File: src/rtl/ecal_pkg.sv
// Shared types and constants for the epoch seconds to calendar converter.
// Used by ecal_alu and epoch_seconds_to_calendar_core; no dependencies.
package ecal_pkg;

    localparam int ALU_W = 32;

    localparam logic [31:0] SECS_PER_DAY  = 32'd86400;
    localparam logic [16:0] SECS_PER_HOUR = 17'd3600;
    localparam logic [11:0] SECS_PER_MIN  = 12'd60;
    localparam logic [11:0] FIRST_YEAR    = 12'd1970;

    // Residues of the first year, so the leap test needs no division.
    localparam logic [1:0] FIRST_MOD4   = 2'd2;
    localparam logic [6:0] FIRST_MOD100 = 7'd70;
    localparam logic [8:0] FIRST_MOD400 = 9'd370;

    localparam logic [3:0] LAST_MONTH = 4'd11;

    typedef enum logic [7:0] {
        S_IDLE  = 8'b0000_0001,
        S_LOAD  = 8'b0000_0010,
        S_DAYS  = 8'b0000_0100,
        S_HOUR  = 8'b0000_1000,
        S_MIN   = 8'b0001_0000,
        S_YEAR  = 8'b0010_0000,
        S_MONTH = 8'b0100_0000,
        S_DONE  = 8'b1000_0000
    } t_state;

    typedef struct packed {
        logic [ALU_W-1:0] diff;
        logic             ge;
    } t_alu_rsp;

    function automatic logic [4:0] month_len(input logic [3:0] m, input logic leap);
        logic [4:0] len;
        unique case (m)
            4'd0, 4'd2, 4'd4, 4'd6, 4'd7, 4'd9, 4'd11: len = 5'd31;
            4'd1:    len = leap ? 5'd29 : 5'd28;
            default: len = 5'd30;
        endcase
        return len;
    endfunction

endpackage

File: src/rtl/ecal_alu.sv
// Shared compare-and-subtract unit of the calendar converter.
// Depends on ecal_pkg for the operand width and the response struct.
module ecal_alu (
    input  logic [ecal_pkg::ALU_W-1:0] i_a,
    input  logic [ecal_pkg::ALU_W-1:0] i_b,
    output ecal_pkg::t_alu_rsp         o_rsp
);
    import ecal_pkg::*;

    logic [ALU_W:0] w_full;

    assign w_full     = {1'b0, i_a} - {1'b0, i_b};
    assign o_rsp.diff = w_full[ALU_W-1:0];
    assign o_rsp.ge   = ~w_full[ALU_W];

endmodule

File: src/rtl/epoch_seconds_to_calendar_core.sv
// Top level of the epoch seconds to calendar converter.
// Depends on ecal_pkg and ecal_alu.
//
//  Channel   Dir  Signals                         Contents
//  -------   ---  ------------------------------  ---------------------------------
//  s         in   i_s_tvalid/o_s_tready/i_s_tdata  epoch seconds request
//  m         out  o_m_tvalid/i_m_tready/o_m_tdata  calendar date, time and weekday
//  cfg       in   i_cfg_we/i_cfg_wdata             zone offset in hours (signed)
//
// A request passes through a load step, the day split, the hour and minute
// splits, a year walk of one compare per year, a month walk of one compare
// per month and a hand-over step; the splits and walks share the single
// subtractor. Input is taken only while idle, so no new request is accepted
// until the last result has been handed to the output register.
// A result sits in the output register until taken; the next request may run
// meanwhile and holds in its last step while that register is full.
// Reset clears the sequencer, the output valid and the zone offset.
module epoch_seconds_to_calendar_core (
    input  logic        i_clk,
    input  logic        i_rst_n,
    input  logic        i_s_tvalid,
    output logic        o_s_tready,
    input  logic [31:0] i_s_tdata,   // [31:0] epoch_seconds
    output logic        o_m_tvalid,
    input  logic        i_m_tready,
    output logic [47:0] o_m_tdata,   // [11:0] year, [15:12] month, [20:16] day_of_month,
                                     // [25:21] hour, [31:26] minute, [37:32] second,
                                     // [40:38] weekday, [47:41] zero
    input  logic        i_cfg_we,
    input  logic [4:0]  i_cfg_wdata  // [4:0] zone_offset_hours
);
    import ecal_pkg::*;

    // Control registers
    t_state      r_state, n_state;
    logic        r_out_valid, n_out_valid;
    logic [4:0]  r_zone;

    // Datapath registers
    logic [31:0] r_epoch, n_epoch;
    logic [31:0] r_rem, n_rem;
    logic [15:0] r_days, n_days;
    logic [3:0]  r_cnt, n_cnt;
    logic [2:0]  r_wmod, n_wmod;
    logic [4:0]  r_hour, n_hour;
    logic [5:0]  r_minute, n_minute;
    logic [11:0] r_year, n_year;
    logic [1:0]  r_mod4, n_mod4;
    logic [6:0]  r_mod100, n_mod100;
    logic [8:0]  r_mod400, n_mod400;
    logic [3:0]  r_month, n_month;
    logic [47:0] r_out_data, n_out_data;

    logic [31:0]        w_alu_a, w_alu_b;
    t_alu_rsp           w_alu;
    logic signed [17:0] w_zone_secs;
    logic signed [33:0] w_sum;
    logic               w_leap;
    logic [3:0]         w_wmod_x2;
    logic [2:0]         w_weekday;

    ecal_alu u_alu (
        .i_a   (w_alu_a),
        .i_b   (w_alu_b),
        .o_rsp (w_alu)
    );

    // Offset in seconds and the unclamped sum
    assign w_zone_secs = $signed(r_zone) * $signed(18'sd3600);
    assign w_sum       = $signed({2'b00, r_epoch}) + 34'(w_zone_secs);

    assign w_leap = ((r_mod4 == 2'd0) && (r_mod100 != 7'd0)) || (r_mod400 == 9'd0);

    // Day count mod 7 grows one quotient bit at a time
    assign w_wmod_x2 = {r_wmod, w_alu.ge};

    // Day zero was a Thursday; Monday is 1
    always_comb begin
        unique case (r_wmod)
            3'd0:    w_weekday = 3'd4;
            3'd1:    w_weekday = 3'd5;
            3'd2:    w_weekday = 3'd6;
            3'd3:    w_weekday = 3'd7;
            3'd4:    w_weekday = 3'd1;
            3'd5:    w_weekday = 3'd2;
            3'd6:    w_weekday = 3'd3;
            default: w_weekday = 3'd4;
        endcase
    end

    // Operand select for the shared subtractor
    always_comb begin
        w_alu_a = r_rem;
        w_alu_b = '0;
        unique case (r_state)
            S_DAYS:  w_alu_b = SECS_PER_DAY << r_cnt;
            S_HOUR:  w_alu_b = {15'd0, SECS_PER_HOUR << r_cnt};
            S_MIN:   w_alu_b = {20'd0, SECS_PER_MIN << r_cnt};
            S_YEAR: begin
                w_alu_a = {16'd0, r_days};
                w_alu_b = w_leap ? 32'd366 : 32'd365;
            end
            S_MONTH: begin
                w_alu_a = {16'd0, r_days};
                w_alu_b = {27'd0, month_len(r_month, w_leap)};
            end
            default: w_alu_b = '0;
        endcase
    end

    always_comb begin
        n_state     = r_state;
        n_out_valid = r_out_valid & ~i_m_tready;
        n_epoch     = r_epoch;
        n_rem       = r_rem;
        n_days      = r_days;
        n_cnt       = r_cnt;
        n_wmod      = r_wmod;
        n_hour      = r_hour;
        n_minute    = r_minute;
        n_year      = r_year;
        n_mod4      = r_mod4;
        n_mod100    = r_mod100;
        n_mod400    = r_mod400;
        n_month     = r_month;
        n_out_data  = r_out_data;

        unique case (r_state)
            S_IDLE: begin
                if (i_s_tvalid) begin
                    n_epoch = i_s_tdata;
                    n_state = S_LOAD;
                end
            end
            S_LOAD: begin
                // Clamp the shifted time to the unsigned 32-bit range
                priority if (w_sum[33]) begin
                    n_rem = '0;
                end else if (w_sum[32]) begin
                    n_rem = '1;
                end else begin
                    n_rem = w_sum[31:0];
                end
                n_cnt    = 4'd15;
                n_days   = '0;
                n_wmod   = '0;
                n_hour   = '0;
                n_minute = '0;
                n_state  = S_DAYS;
            end
            S_DAYS: begin
                if (w_alu.ge) begin
                    n_rem = w_alu.diff;
                end
                n_days = {r_days[14:0], w_alu.ge};
                n_wmod = (w_wmod_x2 >= 4'd7) ? 3'(w_wmod_x2 - 4'd7) : w_wmod_x2[2:0];
                n_cnt  = r_cnt - 4'd1;
                if (r_cnt == 4'd0) begin
                    n_cnt   = 4'd4;
                    n_state = S_HOUR;
                end
            end
            S_HOUR: begin
                if (w_alu.ge) begin
                    n_rem = w_alu.diff;
                end
                n_hour = {r_hour[3:0], w_alu.ge};
                n_cnt  = r_cnt - 4'd1;
                if (r_cnt == 4'd0) begin
                    n_cnt   = 4'd5;
                    n_state = S_MIN;
                end
            end
            S_MIN: begin
                if (w_alu.ge) begin
                    n_rem = w_alu.diff;
                end
                n_minute = {r_minute[4:0], w_alu.ge};
                n_cnt    = r_cnt - 4'd1;
                if (r_cnt == 4'd0) begin
                    n_year   = FIRST_YEAR;
                    n_mod4   = FIRST_MOD4;
                    n_mod100 = FIRST_MOD100;
                    n_mod400 = FIRST_MOD400;
                    n_state  = S_YEAR;
                end
            end
            S_YEAR: begin
                // Drop one whole year per cycle
                if (w_alu.ge) begin
                    n_days   = w_alu.diff[15:0];
                    n_year   = r_year + 12'd1;
                    n_mod4   = r_mod4 + 2'd1;
                    n_mod100 = (r_mod100 == 7'd99) ? 7'd0 : r_mod100 + 7'd1;
                    n_mod400 = (r_mod400 == 9'd399) ? 9'd0 : r_mod400 + 9'd1;
                end else begin
                    n_month = '0;
                    n_state = S_MONTH;
                end
            end
            S_MONTH: begin
                // Drop one whole month per cycle; December takes what is left
                if ((r_month == LAST_MONTH) || !w_alu.ge) begin
                    n_state = S_DONE;
                end else begin
                    n_days  = w_alu.diff[15:0];
                    n_month = r_month + 4'd1;
                end
            end
            S_DONE: begin
                // Hold until the output register is free
                if (!r_out_valid || i_m_tready) begin
                    n_out_data  = {7'd0, w_weekday, r_rem[5:0], r_minute, r_hour,
                                   5'(r_days + 16'd1), r_month + 4'd1, r_year};
                    n_out_valid = 1'b1;
                    n_state     = S_IDLE;
                end
            end
            default: n_state = S_IDLE;
        endcase
    end

    always_ff @(posedge i_clk) begin
        if (!i_rst_n) begin
            r_state     <= S_IDLE;
            r_out_valid <= 1'b0;
            r_zone      <= '0;
        end else begin
            r_state     <= n_state;
            r_out_valid <= n_out_valid;
            if (i_cfg_we) begin
                r_zone <= i_cfg_wdata;
            end
        end
    end

    always_ff @(posedge i_clk) begin
        r_epoch    <= n_epoch;
        r_rem      <= n_rem;
        r_days     <= n_days;
        r_cnt      <= n_cnt;
        r_wmod     <= n_wmod;
        r_hour     <= n_hour;
        r_minute   <= n_minute;
        r_year     <= n_year;
        r_mod4     <= n_mod4;
        r_mod100   <= n_mod100;
        r_mod400   <= n_mod400;
        r_month    <= n_month;
        r_out_data <= n_out_data;
    end

    assign o_s_tready = (r_state == S_IDLE);
    assign o_m_tvalid = r_out_valid;
    assign o_m_tdata  = r_out_data;

endmodule
File: config.mk
export PLATFORM = sky130hd
export DESIGN_NAME = epoch_seconds_to_calendar_core
export DESIGN_NICKNAME = d
export VERILOG_FILES = /design/src/rtl/ecal_pkg.sv /design/src/rtl/ecal_alu.sv /design/src/rtl/epoch_seconds_to_calendar_core.sv
export SDC_FILE = /design/constraint.sdc
export NUM_CORES = 1
export LEC_CHECK = 0
export BUFFER_PORTS_ARGS = -buffer_cell sky130_fd_sc_hd__buf_2
export CORE_ASPECT_RATIO = 0.7
export CORE_MARGIN = 4
export CORE_UTILIZATION = 40
export CTS_CLUSTER_SIZE = 8
export DETAILED_ROUTE_END_ITERATION = 10
export PLACE_DENSITY = 0.66
export SLEW_MARGIN = 25
export SYNTH_ARGS = -nofsm -noshare
export SYNTH_HDL_FRONTEND = slang
export SYNTH_SLANG_ARGS = --single-unit
File: constraint.sdc
create_clock -name i_clk -period 12.9 [get_ports i_clk]
set_input_delay 1.935 -clock i_clk [delete_from_list [all_inputs] [get_ports i_clk]]
set_output_delay 1.935 -clock i_clk [all_outputs]
set_load 0.03 [all_outputs]
# --- Word-level counts from Yosys, hierarchy flattened ---
# Cells that the tools add are included.
word_totals:
  register_bits: 187
  latchBits: 0
  mem_bits_rw: 0
  romBits: 0
  wordCells: 142
  n_memories: 0
op_classes:
  add_sub_neg: 10
  n_mul: 1
  n_div: 0
  n_lt_le_gt_ge: 1
  eq_ne: 33
  shifts: 3
  n_mux: 47
  n_bitwise: 3
  n_reduce_logical: 28
ops:
  columns: ["operator", "n"]
  rows:
  - ["32-bit case mux with 5 select lines", 1]
  - ["32-bit 2-to-1 mux", 4]
  - ["16-bit case mux with 4 select lines", 1]
  - ["32-bit case mux with 2 select lines", 1]
  - ["8-bit case mux with 8 select lines", 1]
  - ["8-bit 2-to-1 mux", 7]
  - ["33-bit by 18-bit adder with 34-bit output", 1]
  - ["32-bit by 32-bit subtractor with 33-bit output", 1]
  - ["16-bit 2-to-1 mux", 2]
  - ["17-bit by 4-bit left shift with 32-bit output, first input constant", 1]
  - ["9-bit 2-to-1 mux", 3]
  - ["12-bit 2-to-1 mux", 2]
  - ["12-bit case mux with 2 select lines", 1]
  - ["7-bit 2-to-1 mux", 3]
  - ["2-bit != test, second input constant", 9]
  - ["3-bit case mux with 6 select lines", 1]
  - ["9-bit case mux with 2 select lines", 1]
  - ["12-bit by 4-bit left shift with 17-bit output, first input constant", 1]
  - ["4-bit 2-to-1 mux", 4]
  - ["4-bit case mux with 4 select lines", 1]
  - ["5-bit by 9-bit multiplier with 14-bit output, second input constant", 1]
  - ["7-bit case mux with 2 select lines", 1]
  - ["12-bit by 1-bit adder with 12-bit output, second input constant", 1]
  - ["4-bit by 3-bit equality test with 1-bit output, second input constant", 3]
  - ["other kinds (51)", 74]

# --- Depth between registers and ports, before layout ---
# Gate-level depths: netlist (run 1).
depth:
  word_depth: 11
  mapped_depth: 26
  mapped_depth_nobuf: 24

# --- By module ---
# From an unflattened synthesis (run 1), not the netlist that was laid out.
hier_totals:
  hier_cells: 1345
  hier_area_um2: 12856.1
modules_own_cells:
  columns: ["mod", "n_inst", "cells_each", "area_per_inst_um2", "seq_area_each_um2"]
  rows:
  - ["epoch_seconds_to_calendar_core", 1, 1061, 10966.8, 5475.3]
  - ["ecal_alu", 1, 284, 1889.3, 0.0]

# --- Least setup slack after synthesis (run 1) ---
# OpenSTA, ideal clock, no wires.
synth_timing:
  path_kind: "register -> register"
  from: "register r_zone[4]"
  to: "register r_rem[8] (data pin)"
  setup_ps: 268
  t_arrival_ps: 6293
  required_ps: 12632
  path_slack_ps: 6338
  stages_incl_launch_ff: 23
  synth_period_minus_slack_ps: 6562
  cell_sequence: "dfxtp_1 -> fa_1 -> inv_1 -> fa_1 -> fa_1 -> fa_1 -> inv_1 -> a21oi_1 -> o21bai_1 -> nand2_1 -> o21ai_0 -> ha_1 -> clkbuf_1 -> a21oi_1 -> o21ai_0 -> a21o_1 -> a311oi_1 -> o22ai_1 -> nor3_2 -> xnor2_2 -> buf_2 -> a21oi_1 -> o22ai_1"
synth_via:
  elab_chain_len: 5
synth_lines:
  columns: ["item", "line_no", "rtl"]
  rows:
  - ["from (decl)", "epoch_seconds_to_calendar_core.sv:37", "logic [4:0] r_zone;"]
  - ["from (signal assigned)", "epoch_seconds_to_calendar_core.sv:232", "r_zone <= i_cfg_wdata;"]
  - ["5-bit by 9-bit multiplier with 14-bit output (*)", "epoch_seconds_to_calendar_core.sv:69", "assign w_zone_secs = $signed(r_zone) * $signed(18'sd3600);"]
  - ["33-bit by 18-bit adder with 34-bit output (*)", "epoch_seconds_to_calendar_core.sv:70", "assign w_sum = $signed({2'b00, r_epoch}) + 34'(w_zone_secs);"]
  - ["32-bit 2-to-1 mux", "epoch_seconds_to_calendar_core.sv:139", "end else if (w_sum[32]) begin"]
  - ["32-bit 2-to-1 mux (*)", "epoch_seconds_to_calendar_core.sv:137", "priority if (w_sum[33]) begin"]
  - ["32-bit case mux with 2 select lines (*)", "epoch_seconds_to_calendar_core.sv:128", "unique case (r_state)"]
  - ["net n_rem[8]", "epoch_seconds_to_calendar_core.sv:41", "logic [31:0] r_rem, n_rem;"]
  - ["to (signal assigned)", "epoch_seconds_to_calendar_core.sv:239", "r_rem <= n_rem;"]
  - ["to (decl)", "epoch_seconds_to_calendar_core.sv:41", null]
# Mark *: on every way through the listed nets, which the timed path passes. The rest lies on a longest branch.
# A chain may end at the register's enable or synchronous reset.

# --- Worst setup path after layout (run 1) ---
layout_timing:
  from: "register r_zone[4]"
  to: "register r_rem[16] (data pin)"
# Same word-level chain as after synthesis.

==> qor.yml, run 1 <==
status: "complete, no violations"
criticalPathCategory: "flop to flop"
area_growth_pct: 12.2
dp_worst_setup_slack_ns: 6.28
synth_top_family_by_area: "simple AND/OR/NAND/NOR gates"
syn-mean-instance-area_um2: 9.84
clockBufferDepth: 2
coreArea_um2: 30200
start_util_pct: 40.8
hold_viol_final: 0
hp-start: "r_minute[5]"
crit_path_end_kind: "flop"
arrival_ns: 6.73
port_buffers: 84
first_pass_iters: 5
fp-row-count: 53
synth_mux_area_share_pct: 1.26
switchingPower_mw: 0.541
synth-xor-area-share_pct: 5.89
h-tree-depth: 4
ios: 92
synth.cell_area_um2: 12300
grt_pass1_vias: 8779
fin_crit_sh_pct: 50.2
wl_per_cell_um: 16.9
ir_worst_vdd_uv: 100
timing.rr.end: "r_rem[16]"
place_inst: 1715
cp.required_ns: 13.15
nets: 1475
finalClockSkew_ns: 0.0192
hold_class: "flop to flop"
die_height_um: 155
clk_latency_ns: 0.45
setup_viol: 0
synth_compound_area_share_pct: 15.7
grt_pass1_wl_um: 47300
tns_ns: 0
yosysWarnings: 0
grt.met3_usage_pct: 3.38
grt_max_degree: 33
layout-drive-gt1-share_pct: 12.2
hold_end: "o_m_tdata[31]"
p_per_area_nw_per_um2: 123
cts.sinks: 187
ctsHoldBuffers: 0
met2_usage_pct: 24.5
track_usage_pct: 17.5
design_area_um2: 13800
power_mw: 1.70
cts_made_buffers: 17
worstPathMaxFanout: 21
synth-simple-area-share_pct: 17.2
antenna_found_initial: 0
gp_congestion: 0.889
max_cap_viol_count: 0
switching_share_pct: 31.9
synthAdderAreaFrac_pct: 11.7
hold_depth: 0
r2r-start: "r_zone[4]"
grt.busiest_layer: "met1"
slew_viol_final: 0
finalCriticalPeriod_ns: 6.48
overflow: 0
power_frac_clock_pct: 32.6
drtIter0Drc: 1007
reg2reg_depth: 23
cts_tree: "yes"
max_freq_mhz: 154
antennaDiodeCount: 0
async_flop_share_pct: 0
timing.hold.ws_ns: 0.423
start_kind: "flop"
ys_ff_latch: 187
root_buffer: "clkbuf_16"
drcViolationCount: 0
met1_usage_pct: 27.5
synth_cell_type_count: 78
die_area_um2: 33700
clk_pin_slew_ns: 0.09
postLayoutCoreUtil_pct: 45.8
seq_power_share_pct: 43.5
num_vias: 9498
p_leak_nw: 5.46
ant_nets: 0
ctsResizeCount: 0
final_cells: 1748
dp_hpwl_um: 21400
ys_seq_area_share_pct: 44.5
synth_cells: 1252
mostFrequentLayoutCell: "edfxtp_1"
synthFlopType: "edfxtp_1"
vias_per_cell: 5.43
r2r_slack_ns: 6.42
final_cell_mix: "edfxtp_1 (173), nand2_1 (162), ha_1 (102), nor2_1 (101), buf_2 (84)"
die_width_um: 218
p_comb_share_pct: 23.9
rsz0062_at_grt: "false"
synth_edf_count: 173
tightest_slew_ns: 0.919
setup_ws_ns: 6.42
placed_cell_area_um2: 13200
relSlewSlack_pct: 38.7
cts_setup_buffers: 0
intPower_mw: 1.15
wl_um: 29500
[worst max-delay path by stage]
stage	startpoint	to	slack, ns	depth (start not counted)
after floorplan	r_zone[4]	r_rem[8]	6.34	22
after global placement	r_zone[4]	r_rem[31]	6.49	22
after detailed placement	r_zone[4]	r_rem[1]	6.28	22
after CTS	r_zone[4]	r_rem[1]	6.24	22
after global routing	r_zone[4]	r_rem[1]	5.89	23
final	r_zone[4]	r_rem[16]	6.42	23
[cell families after synthesis]
| logic type | after synthesis |
|---|---|
| muxes | 14 |
| adders and majority gates | 110 |
| xor gates and xnor gates | 82 |
| DFF | 187 |
| and+or+nand+nor | 443 |
| buffers and inverters | 110 |
| other | 1 |
| AOI/OAI and AO/OA | 305 |
[area by class of cell]
| class | instances | area [µm²] |
|---|---|---|
| fillers | 2842 | 16400 |
| multi-input cells | 961 | 6430 |
| flip-flops and latches | 187 | 5480 |
| repair buffers | 98 | 558 |
| well taps | 412 | 515 |
| clock buffers | 17 | 425 |
| inverters | 58 | 218 |
| clock inverters | 15 | 194 |
[worst max-delay path, cell delays in order (launching register included)]
cell and delay [ns]:
dfxtp_1 0.64, fa_1 0.51, inv_1 0.09, fa_1 0.44, fa_1 0.55, fa_1 0.48, inv_1 0.07, a21oi_1 0.06
o21bai_1 0.19, nand2_1 0.11, nand3b_1 0.08, o21ai_1 0.07, buf_4 0.24, ha_1 0.40, and3_1 0.26, nand4_1 0.16
or3_1 0.38, a211oi_1 0.28, o21ba_2 0.20, nor3_2 0.05, xnor2_2 0.42, buf_4 0.35, nor2_1 0.08, o32ai_1 0.12
[cells in the mapped netlist, types with 9 or more instances]
| master | number | area share, % |
|---|---|---|
| edfxtp_1 | 173 | 42 |
| nand2_1 | 162 | 4.9 |
| ha_1 | 102 | 10 |
| nor2_1 | 102 | 3.1 |
| a21oi_1 | 74 | 3.0 |
| o21ai_0 | 64 | 2.6 |
| inv_1 | 56 | 1.7 |
| xnor2_1 | 43 | 3.1 |
| xor2_1 | 38 | 2.7 |
| nand3_1 | 34 | 1.4 |
| o22ai_1 | 32 | 1.6 |
| a21o_1 | 31 | 1.9 |
| clkbuf_1 | 31 | 0.94 |
| and3_1 | 30 | 1.5 |
| nor3_1 | 24 | 0.98 |
| and2_1 | 19 | 0.97 |
| dfxtp_1 | 14 | 2.3 |
| o21bai_1 | 13 | 0.79 |
| a211oi_1 | 11 | 0.67 |
| a31oi_1 | 11 | 0.56 |
| mux2i_1 | 11 | 0.89 |
| nand3b_1 | 11 | 0.67 |
| nand4_1 | 11 | 0.56 |
| buf_4 | 10 | 0.61 |
| nor2b_1 | 9 | 0.46 |
[metal layers]
| metal | routed length [µm] | part of all wire, % |
|---|---|---|
| met1 | 15000 | 51 |
| met2 | 12200 | 41 |
| met3 | 1900 | 6.4 |
| met4 | 406 | 1.4 |
| met5 | 0 | 0 |
[flip-flops by register name (all words and copies together), names as in the netlist]
name / cells
r_year: 12
o_m_tdata: 41
r_epoch: 32
r_zone: 5
r_hour: 5
r_cnt: 4
r_days: 16
r_wmod: 3
r_mod400: 9
r_mod100: 7
r_rem: 32
r_mod4: 2
o_m_tvalid: 1
r_minute: 6
r_state: 8
r_month: 4
[power groups by stage]
| stage | Clock (mW) | Combinational [mW] | Sequential (mW) |
|---|---|---|---|
| after detailed placement | 0 | 0.397 | 0.751 |
| after global routing | 0.589 | 0.451 | 0.742 |
| after CTS | 0.564 | 0.400 | 0.738 |
| final | 0.553 | 0.405 | 0.738 |
| after floorplan | 0 | 0.310 | 0.743 |
| after global placement | 0 | 0.389 | 0.751 |
No activity file was read; power rests on OpenSTA's default activity.
==> run 2, diff against run 1 <==
Clock period 12.9 ns to 6.5 ns, I/O delays scaled along.
==> run 2 against run 1 <==
  * Final cell count increased by 0.69%
  * Via count increased by 1.0%
  * Clock skew decreased by 0.0021 ns
  * Highest routed layer unchanged
==> qor.yml, run 2 (synthesis results as in run 1) <==
setup_ws_ns: 0.355
vias_per_cell: 5.45
hold_depth: 0
ios: 92
p_per_area_nw_per_um2: 246
fp-row-count: 53
worstPathMaxFanout: 16
overflow: 0
layout-drive-gt1-share_pct: 13.2
die_height_um: 155
finalCriticalPeriod_ns: 6.14
grt_pass1_vias: 9029
slew_viol_final: 0
clk_pin_slew_ns: 0.08
crit_path_end_kind: "flop"
area_growth_pct: 13.3
reg2reg_depth: 24
nets: 1487
p_comb_share_pct: 23.9
arrival_ns: 6.32
start_util_pct: 40.8
grt.busiest_layer: "met1"
criticalPathCategory: "flop to flop"
cts_tree: "yes"
h-tree-depth: 4
status: "complete, no violations"
intPower_mw: 2.37
relSlewSlack_pct: 38.7
hp-start: "r_minute[5]"
power_mw: 3.43
die_width_um: 218
track_usage_pct: 17.8
timing.hold.ws_ns: 0.434
grt.met3_usage_pct: 3.85
timing.rr.end: "r_rem[30]"
root_buffer: "clkbuf_16"
ctsHoldBuffers: 0
tightest_slew_ns: 0.919
hold_end: "o_m_tdata[31]"
antennaDiodeCount: 0
drtIter0Drc: 890
setup_viol: 0
met2_usage_pct: 25.5
drcViolationCount: 0
port_buffers: 84
r2r_slack_ns: 0.36
largest_reg_flops: 41
dp_hpwl_um: 21800
p_leak_nw: 5.53
power_frac_clock_pct: 33.4
die_area_um2: 33700
r2r-start: "r_zone[2]"
coreArea_um2: 30200
wl_per_cell_um: 16.9
switching_share_pct: 30.9
max_freq_mhz: 163
cts.sinks: 187
hold_viol_final: 0
ir_worst_vdd_uv: 126
clk_latency_ns: 0.45
fin_crit_sh_pct: 94.5
cts_made_buffers: 17
clockBufferDepth: 2
wl_um: 29700
num_vias: 9596
dp_worst_setup_slack_ns: 0.253
finalClockSkew_ns: 0.0171
antenna_found_initial: 0
max_cap_viol_count: 0
final_cell_mix: "edfxtp_1 (173), nand2_1 (162), ha_1 (102), nor2_1 (101), buf_2 (84)"
mostFrequentLayoutCell: "edfxtp_1"
postLayoutCoreUtil_pct: 46.2
met1_usage_pct: 27.4
seq_power_share_pct: 42.6
grt_pass1_wl_um: 48400
ant_nets: 0
first_pass_iters: 6
grt_max_degree: 33
hold_class: "flop to flop"
switchingPower_mw: 1.06
start_kind: "flop"
tns_ns: 0
cp.required_ns: 6.68
gp_congestion: 0.924
[run 2: cell types whose count changed in the layout (fill, tap and decap cells not counted), moves of 2 or more]
cell,delta
bufinv_16,+2
buf_6,+2
clkinv_8,-3
clkinv_4,-2
inv_8,+4
buf_4,+11
inv_6,-3
clkinvlp_4,+3
[run 2: layout make-up]
class                   instances  area [µm²]
inverters                      58         218
clock inverters                15         224
fillers                      2813       16200
flip-flops and latches        187        5480
repair buffers                110         643
well taps                     412         515
multi-input cells             961        6450
clock buffers                  17         425
[run 2: power groups by stage]
stage	logic (mW)	registers (mW)	clock network, mW
2_1_floorplan	0.615	1.47	0
6_report	0.822	1.46	1.15
3_3_place_gp	0.782	1.49	0
3_5_place_dp	0.799	1.49	0
4_1_cts	0.805	1.46	1.18
5_1_grt	0.918	1.47	1.23
[run 2: timing repair]
| action | in CTS | in global routing |
|---|---|---|
| resized for setup | 0 | 6 |
| setup buffers | 0 | 3 |
| setup endpoints to repair | 0 | 26 |
[run 2: worst max path at each step]
stage / from / end / slack (ns) / cells after the start
3_3_place_gp: r_zone[2] / r_rem[21] / 0.50 / 23
3_5_place_dp: r_zone[2] / r_rem[22] / 0.25 / 23
6_report: r_zone[2] / r_rem[30] / 0.36 / 24
2_1_floorplan: r_zone[4] / r_rem[8] / 0.45 / 22
4_1_cts: r_zone[2] / r_rem[16] / 0.17 / 23
5_1_grt: r_zone[2] / r_rem[30] / -0.0002 / 23
[run 2: critical path, stage by stage, from the launching register on]
cell and delay (ns):
dfxtp_1 0.40, fa_1 0.56, inv_1 0.06, fa_1 0.50, fa_1 0.56, fa_1 0.49, inv_1 0.07, a21oi_1 0.06
o21bai_1 0.19, nand2_1 0.11, nand3b_1 0.09, o21ai_1 0.08, buf_4 0.21, buf_4 0.18, ha_1 0.39, a21oi_1 0.18
o21ai_0 0.09, a21o_1 0.19, a311oi_2 0.34, o22ai_1 0.14, nor3_2 0.28, xnor2_4 0.17, buf_4 0.17, a21oi_1 0.21
o22ai_1 0.12
[run 2: per-stage QoR]
| stage | instances | area [µm²] |
|---|---|---|
| floorplan | 1258 | 12300 |
| global placement | 1724 | 13200 |
| detailed placement | 1725 | 13300 |
| global route | 1760 | 14000 |
| CTS | 1757 | 13900 |
| finish | 1760 | 14000 |
[run 2: routing by layer]
metal	wire [µm]	vias up
met4	297	0
met1	15200	4558
met3	1830	20
li1	-	4735
met5	0	-
met2	12400	283
